--- src/rtl/assert_macros.svh ---
// ----------------------------------------------------------------------------
// assert_macros
// Assertion macros used by the RTL.
// ----------------------------------------------------------------------------
// ASSERT_HOLDS checks an expression at every clock edge outside reset.
// ASSERT_NEXT checks that an antecedent implies a consequent in the next cycle.
`ifndef ASSERT_MACROS_SVH
`define ASSERT_MACROS_SVH

`ifndef ASSERT_OFF
`define ASSERT_HOLDS(label, clk, rst, expr) \
  label: assert property (@(posedge clk) disable iff (rst) (expr)) \
    else $error("assertion failed");
`define ASSERT_NEXT(label, clk, rst, ante, cons) \
  label: assert property (@(posedge clk) disable iff (rst) (ante) |=> (cons)) \
    else $error("assertion failed");
`else
`define ASSERT_HOLDS(label, clk, rst, expr)
`define ASSERT_NEXT(label, clk, rst, ante, cons)
`endif

`endif

--- src/rtl/dks_pkg.sv ---
// ----------------------------------------------------------------------------
// dks_pkg
// Types, permutation tables and helper functions for the DES key schedule.
// ----------------------------------------------------------------------------
`default_nettype none

package dks_pkg;

  localparam int KEY_W    = 64;
  localparam int HALF_W   = 28;
  localparam int CD_W     = 56;
  localparam int SUBKEY_W = 48;
  localparam int ROUNDS   = 16;
  localparam int ROUND_W  = 4;

  typedef struct packed {
    logic [KEY_W-1:0] key_word;
    logic             key_slot;
  } in_t;

  typedef struct packed {
    logic [SUBKEY_W-1:0] subkey;
    logic [ROUND_W-1:0]  round_index;
    logic                slot_out;
    logic                last;
  } out_t;

  // One cell of the chain: the rotated C||D word for that cell's round.
  typedef struct packed {
    logic            valid;
    logic            slot;
    logic [CD_W-1:0] cd;
  } cell_t;

  localparam logic [6:0] PC1_SEL [CD_W] = '{
    7'd57, 7'd49, 7'd41, 7'd33, 7'd25, 7'd17, 7'd9,  7'd1,  7'd58, 7'd50,
    7'd42, 7'd34, 7'd26, 7'd18, 7'd10, 7'd2,  7'd59, 7'd51, 7'd43, 7'd35,
    7'd27, 7'd19, 7'd11, 7'd3,  7'd60, 7'd52, 7'd44, 7'd36, 7'd63, 7'd55,
    7'd47, 7'd39, 7'd31, 7'd23, 7'd15, 7'd7,  7'd62, 7'd54, 7'd46, 7'd38,
    7'd30, 7'd22, 7'd14, 7'd6,  7'd61, 7'd53, 7'd45, 7'd37, 7'd29, 7'd21,
    7'd13, 7'd5,  7'd28, 7'd20, 7'd12, 7'd4
  };

  localparam logic [6:0] PC2_SEL [SUBKEY_W] = '{
    7'd14, 7'd17, 7'd11, 7'd24, 7'd1,  7'd5,  7'd3,  7'd28, 7'd15, 7'd6,
    7'd21, 7'd10, 7'd23, 7'd19, 7'd12, 7'd4,  7'd26, 7'd8,  7'd16, 7'd7,
    7'd27, 7'd20, 7'd13, 7'd2,  7'd41, 7'd52, 7'd31, 7'd37, 7'd47, 7'd55,
    7'd30, 7'd40, 7'd51, 7'd45, 7'd33, 7'd48, 7'd44, 7'd49, 7'd39, 7'd56,
    7'd34, 7'd53, 7'd46, 7'd42, 7'd50, 7'd36, 7'd29, 7'd32
  };

  // Bit r is set where round r rotates both halves by two places, else by one.
  localparam logic [ROUNDS-1:0] ROT_TWO = 16'h7EFC;

  function automatic logic [CD_W-1:0] pc1(input logic [KEY_W-1:0] key);
    logic [CD_W-1:0] r;
    for (int i = 0; i < CD_W; i++) begin
      r[i] = key[6'(PC1_SEL[i] - 7'd1)];
    end
    return r;
  endfunction

  function automatic logic [SUBKEY_W-1:0] pc2(input logic [CD_W-1:0] cd);
    logic [SUBKEY_W-1:0] r;
    for (int i = 0; i < SUBKEY_W; i++) begin
      r[i] = cd[6'(PC2_SEL[i] - 7'd1)];
    end
    return r;
  endfunction

  // Both halves move toward bit 0; bits leaving the bottom wrap to bit 27.
  function automatic logic [CD_W-1:0] rot_cd(input logic [CD_W-1:0] cd,
                                             input logic two);
    logic [HALF_W-1:0] c;
    logic [HALF_W-1:0] d;
    c = cd[HALF_W-1:0];
    d = cd[CD_W-1:HALF_W];
    if (two) begin
      c = {c[1:0], c[HALF_W-1:2]};
      d = {d[1:0], d[HALF_W-1:2]};
    end else begin
      c = {c[0], c[HALF_W-1:1]};
      d = {d[0], d[HALF_W-1:1]};
    end
    return {d, c};
  endfunction

endpackage

`default_nettype wire

--- src/rtl/dks_cell.sv ---
// ----------------------------------------------------------------------------
// dks_cell
// One round cell: takes the key state from its left neighbor and rotates it.
// ----------------------------------------------------------------------------
`default_nettype none

module dks_cell
  import dks_pkg::*;
(
  input  logic               clk,
  input  logic               rst,
  input  logic               advance,
  input  logic [ROUND_W-1:0] round_no,
  input  cell_t              prev,
  output cell_t              cur
);

  logic            valid;
  logic            slot;
  logic [CD_W-1:0] cd;

  always_ff @(posedge clk) begin
    if (rst) begin
      valid <= 1'b0;
    end else if (advance) begin
      valid <= prev.valid;
    end
  end

  always_ff @(posedge clk) begin
    if (advance) begin
      slot <= prev.slot;
      cd   <= rot_cd(prev.cd, ROT_TWO[round_no]);
    end
  end

  assign cur = '{valid: valid, slot: slot, cd: cd};

endmodule

`default_nettype wire

--- src/rtl/dks_emit.sv ---
// ----------------------------------------------------------------------------
// dks_emit
// Output register: picks the active cell, applies PC-2 and holds the request.
// ----------------------------------------------------------------------------
`default_nettype none

module dks_emit
  import dks_pkg::*;
(
  input  logic  clk,
  input  logic  rst,
  input  cell_t cells [ROUNDS],
  input  logic  out_ready,
  output logic  advance,
  output logic  out_valid,
  output out_t  out_data
);

  logic               any_valid;
  logic               sel_slot;
  logic [CD_W-1:0]    sel_cd;
  logic [ROUND_W-1:0] sel_round;

  // At most one cell holds a key, so an OR across the row selects it.
  always_comb begin
    any_valid = 1'b0;
    sel_slot  = 1'b0;
    sel_cd    = '0;
    sel_round = '0;
    for (int k = 0; k < ROUNDS; k++) begin
      if (cells[k].valid) begin
        any_valid = 1'b1;
        sel_slot  = sel_slot | cells[k].slot;
        sel_cd    = sel_cd | cells[k].cd;
        sel_round = sel_round | ROUND_W'(k);
      end
    end
  end

  assign advance = !out_valid || out_ready;

  always_ff @(posedge clk) begin
    if (rst) begin
      out_valid <= 1'b0;
    end else if (advance) begin
      out_valid <= any_valid;
    end
  end

  always_ff @(posedge clk) begin
    if (advance) begin
      out_data.subkey      <= pc2(sel_cd);
      out_data.round_index <= sel_round;
      out_data.slot_out    <= sel_slot;
      out_data.last        <= cells[ROUNDS-1].valid;
    end
  end

endmodule

`default_nettype wire

--- src/rtl/des_key_schedule.sv ---
// ----------------------------------------------------------------------------
// des_key_schedule
// DES round key generator built as a row of sixteen round cells.
// ----------------------------------------------------------------------------
// Usage: a request on in_data carries a 64-bit key and a slot bit. The block
// answers with sixteen requests on out_data, one per round, each with the
// 48-bit subkey, its round number, the slot bit and a last flag on round 15.
// An accepted key is registered in cell 0 and then in the output register as
// the round 0 subkey; the rest follow one per cycle while out_ready is high.
// One output channel carries one subkey per cycle, so a new key waits while
// the key ahead is in cells 0 to 14. The next key is accepted in the same
// cycle round 15 moves into the output register; runs follow without a gap.
// A key moves one cell per cycle unless the row holds; each cell applies
// its round's rotation, and the output register applies PC-2.
// While out_valid is high and out_ready is low, the output register and the
// whole row hold, and in_ready drops. Reset empties the row and the output
// register; the block is ready for a key in the first cycle after reset.
// ----------------------------------------------------------------------------
`default_nettype none

`include "assert_macros.svh"

module des_key_schedule
  import dks_pkg::*;
(
  input  logic clk,
  input  logic rst,
  input  logic in_valid,
  output logic in_ready,
  input  in_t  in_data,
  output logic out_valid,
  input  logic out_ready,
  output out_t out_data
);

  cell_t              head;
  cell_t              cells [ROUNDS];
  logic               advance;
  logic [ROUNDS-1:0]  cell_valid;

  // A new key may enter only when the row is empty or its key is leaving.
  assign in_ready = advance && (cell_valid[ROUNDS-2:0] == '0);

  assign head = '{valid: in_valid && in_ready,
                  slot:  in_data.key_slot,
                  cd:    pc1(in_data.key_word)};

  for (genvar k = 0; k < ROUNDS; k++) begin : g_cell
    if (k == 0) begin : g_first
      dks_cell u_cell (
        .clk      (clk),
        .rst      (rst),
        .advance  (advance),
        .round_no (ROUND_W'(k)),
        .prev     (head),
        .cur      (cells[k])
      );
    end else begin : g_rest
      dks_cell u_cell (
        .clk      (clk),
        .rst      (rst),
        .advance  (advance),
        .round_no (ROUND_W'(k)),
        .prev     (cells[k-1]),
        .cur      (cells[k])
      );
    end
    assign cell_valid[k] = cells[k].valid;
  end

  dks_emit u_emit (
    .clk       (clk),
    .rst       (rst),
    .cells     (cells),
    .out_ready (out_ready),
    .advance   (advance),
    .out_valid (out_valid),
    .out_data  (out_data)
  );

  `ASSERT_HOLDS(a_one_key_in_row, clk, rst, $onehot0(cell_valid))
  `ASSERT_NEXT(a_accept_loads_first, clk, rst, in_valid && in_ready, cell_valid[0])
  `ASSERT_NEXT(a_stall_holds_row, clk, rst, out_valid && !out_ready, $stable(cell_valid))

endmodule

`default_nettype wire
--- config.mk ---
export PLATFORM = sky130hd
export DESIGN_NAME = des_key_schedule
export DESIGN_NICKNAME = d
export VERILOG_FILES = /design/src/rtl/dks_pkg.sv /design/src/rtl/dks_cell.sv /design/src/rtl/dks_emit.sv /design/src/rtl/des_key_schedule.sv
export VERILOG_INCLUDE_DIRS = /design/src /design/src/rtl
export SDC_FILE = /design/constraint.sdc
export NUM_CORES = 1
export LEC_CHECK = 0
export BUFFER_PORTS_ARGS = -buffer_cell sky130_fd_sc_hd__buf_2
export CORE_AREA = 8 8 305 307
export CTS_BUF_LIST = sky130_fd_sc_hd__clkbuf_8 sky130_fd_sc_hd__clkbuf_16
export DETAILED_ROUTE_END_ITERATION = 7
export DIE_AREA = 0 0 313 315
export HOLD_SLACK_MARGIN = 0.12
export PLACE_DENSITY = 0.63
export SYNTH_ARGS = -nofsm -noshare
export SYNTH_HDL_FRONTEND = slang
export SYNTH_SLANG_ARGS = --single-unit
--- constraint.sdc ---
create_clock -name clk -period 40.2 [get_ports clk]
set_input_delay 4.02 -clock clk [delete_from_list [all_inputs] [get_ports clk]]
set_output_delay 4.02 -clock clk [all_outputs]
set_load 0.05 [all_outputs]
==> results.txt <==
total count of hold-check failures in the final report = 0
clock latency at the later pin of the worst-skew pair = 0.64 ns
# resized after CTS = 0
total congestion overflow after global routing = 0
area growth from synthesis to layout = 12.90%
worst vdd rail ir drop = 0.03641 mV
number of synthesized flops with an enable pin = 958
Critical Path Start Type = input port
peak clock frequency supported by timing = 101.6 MHz
clock tree root driver cell = sky130_fd_sc_hd__clkbuf_16
number of antenna violations at the first check in global routing = 2
main combinational cell family by area after synthesis = compound AO/OA/AOI/OAI gates
Horiz. Die Dim = 313 microns
Syn. warnings = 0
final number of setup-violating endpoints = 0
cell area after synthesis = 0.03401 sq mm
clock-pin transition on the worst setup and hold timing paths = 0.06 ns
result of the run = finished, final reports clean
number of max-capacitance violations reported = 0
number of buffers inserted for hold repair after clock tree synthesis = 0
routed wirelength normalized by instance count = 28.21 microns
Starting Density = 38.67%
RSZ-0062 raised after global routing = false
maximum number of pins on one net before global-route repair = 220
GP Congestion = 0.8222
vias per cell = 5.824
Initial DRC Count = 2303
remaining max-slew budget at the tightest pin = 22.12%
maximum clock insertion buffer count = 3
commonest cells in the synthesized netlist = sky130_fd_sc_hd__edfxtp_1 (958), sky130_fd_sc_hd__a22o_1 (196), sky130_fd_sc_hd__a221oi_1 (194)
Row Count = 109
fraction of the mapped netlist area in compound gates = 10.40%
Post-Synth Simple-Gate Area = 1.633%
critical path class = input port to output pin
post-placement cell area = 0.03551 sq mm
buffers inserted during post-CTS setup optimization = 0
Pre-antenna DRT Iters = 7
io pins = 125
number of buffers created by CTS = 95
wirelength, routed = 83.50 mm
post-synthesis adder-cell area fraction = 0%
transition time at the pin with the least slew margin = 1.168 ns
fraction of synthesized area in multiplexers = 0%
worst clock skew = 0.03311 ns
maximum level of the CTS H-tree = 3
die boundary height = 315 microns
net count reported at finish = 1792
number of flip-flops and latches in the synthesized netlist = 975
crit path DAT = 5.82 ns
clock tree sinks = 975
count of antenna-violating nets left after detailed routing = 0
final standard cell utilization of the core = 43.65%
sum of negative setup slack = 0 ns
Worst Path Required = 36.18 ns
clock tree from TritonCTS = done
Total GRT Usage = 16.34%
DP Wirelength = 47.99 mm
Inserted Diodes = 0
syn_nets = 1653
Synth area leaders = sky130_fd_sc_hd__edfxtp_1 (85%), sky130_fd_sc_hd__a22o_1 (5.0%), sky130_fd_sc_hd__a221oi_1 (5.0%)
Filler cells = 7445
kind of end point of the critical path = output pin
Port-buffer cells = 116
xor/xnor cell area share of the yosys netlist = 0%
DRC violation count after routing = 0
syn_area_per_cell = 21.47 sq um
final critical-path share of the clock period = 24.47%
vias = 17240
total leakage power = 13.56 nW
fraction of synthesized cell area taken by the top area cell type = 84.58%
area enclosed by the die boundary = 0.09860 sq mm
core region area = 0.08797 sq mm
sequential share of the synthesized area = 85.58%
min Tclk post-route = 9.838 ns
via count of the first global-routing pass = 17010
class of the most critical hold timing path = register to register
global-route wire length before repair = 119.5 mm
Pwr per Cell Area = 65.96 mW/mm^2
max-slew violation total from the final report = 0
fraction of synthesis flops using an asynchronous set or reset pin = 0%
Max FO, Critical Path = 194
number of distinct standard cells referenced by the synthesized netlist = 24
most numerous cell in the Yosys netlist = sky130_fd_sc_hd__edfxtp_1
most common flop cell mapped by yosys = sky130_fd_sc_hd__edfxtp_1
fraction of layout cells with a size suffix above 1 = 16.27%
instance count of the mapped netlist = 1584
post-synthesis cell type with the largest combined area = sky130_fd_sc_hd__edfxtp_1
Post-Layout Inst Area = 0.03840 sq mm
cell type report:
cell class	instances	area, sq um	area share [%]
multi-input cells	505	4096	10.67
well taps	1165	1458	3.796
repair buffers	143	795.8	2.072
clock buffers	97	2427	6.321
clock inverters	72	466.7	1.215
flip-flops and latches	975	29130	75.86
inverters	3	27.53	0.07168
power breakdown:
part           internal (mW)  leakage (nW)  switching (mW)
clock                  0.457          1.49           0.372
combinational         0.0239          1.85          0.0880
sequential              1.43          10.2           0.160
total                   1.91          13.6           0.620
critical path, cell delays in order:
cell and delay, ns:
sky130_fd_sc_hd__buf_2 0.10, sky130_fd_sc_hd__nor2b_2 0.75, sky130_fd_sc_hd__inv_16 0.40, sky130_fd_sc_hd__nand2_1 0.22, sky130_fd_sc_hd__nor2_1 0.07, sky130_fd_sc_hd__buf_2 0.22
metrics by stage:
stage	hold WS [ns]	std cells	setup slack (ns)	total power, mW
floorplan	0.4003	1584	24.04	1.624
global placement	0.4014	2791	30.32	1.712
detailed placement	0.4045	2791	30.29	1.717
CTS	0.3987	2960	30.29	2.544
global route	0.4086	2960	30.17	2.611
finish	0.3978	2960	30.36	2.533
cells in the final DEF (no fill, tap or decap), types with 13 or more instances in the layout:
cell type | Yosys | final
sky130_fd_sc_hd__a221oi_1 | 194 | 194
sky130_fd_sc_hd__buf_2 | 7 | 116
sky130_fd_sc_hd__clkinv_2 | 0 | 13
sky130_fd_sc_hd__a22o_1 | 196 | 196
sky130_fd_sc_hd__dfxtp_2 | 0 | 16
sky130_fd_sc_hd__edfxtp_1 | 958 | 958
sky130_fd_sc_hd__nand2_1 | 35 | 35
sky130_fd_sc_hd__buf_4 | 11 | 26
sky130_fd_sc_hd__inv_1 | 2 | 24
sky130_fd_sc_hd__nand4_1 | 50 | 50
sky130_fd_sc_hd__clkinv_1 | 0 | 23
sky130_fd_sc_hd__a21oi_1 | 15 | 15
sky130_fd_sc_hd__clkbuf_16 | 0 | 97
cells by family after synthesis:
group,Yosys count
buf+inv,104
compound gates,409
flops,975
simple gates,96
flip-flops by register name (all words and copies together), names as in the netlist:
name	cells
g_cell.g_first.u_cell.valid	1
g_cell.g_rest.u_cell.valid	15
g_cell.g_first.u_cell.cd	56
u_emit.out_valid	1
g_cell.g_rest.u_cell.slot	15
g_cell.g_first.u_cell.slot	1
g_cell.g_rest.u_cell.cd	832
u_emit.out_data	54
worst paths after layout:
check,start,end,slack [ns],cells after the start
worst max-delay path,out_ready,in_ready,30.36,6
worst max register to register,u_emit.out_valid$_SDFFE_PP0P_,g_cell[0].g_first.u_cell.cd[31]$_DFFE_PP_,36.56,4
worst min register to register,g_cell[12].g_rest.u_cell.cd[53]$_DFFE_PP_,g_cell[13].g_rest.u_cell.cd[51]$_DFFE_PP_,0.40,0
worst min-delay path,g_cell[12].g_rest.u_cell.cd[53]$_DFFE_PP_,g_cell[13].g_rest.u_cell.cd[51]$_DFFE_PP_,0.40,0
per-layer routing:
layer	up-vias	track usage [%]	routed length, microns
met5	-	0	20
met4	2	5.427	2424
met3	186	4.714	10090
met2	1180	24.71	37480
met1	8761	22.70	33480
li1	7111	-	-
Note: power is estimated with default switching activity, not from simulation.
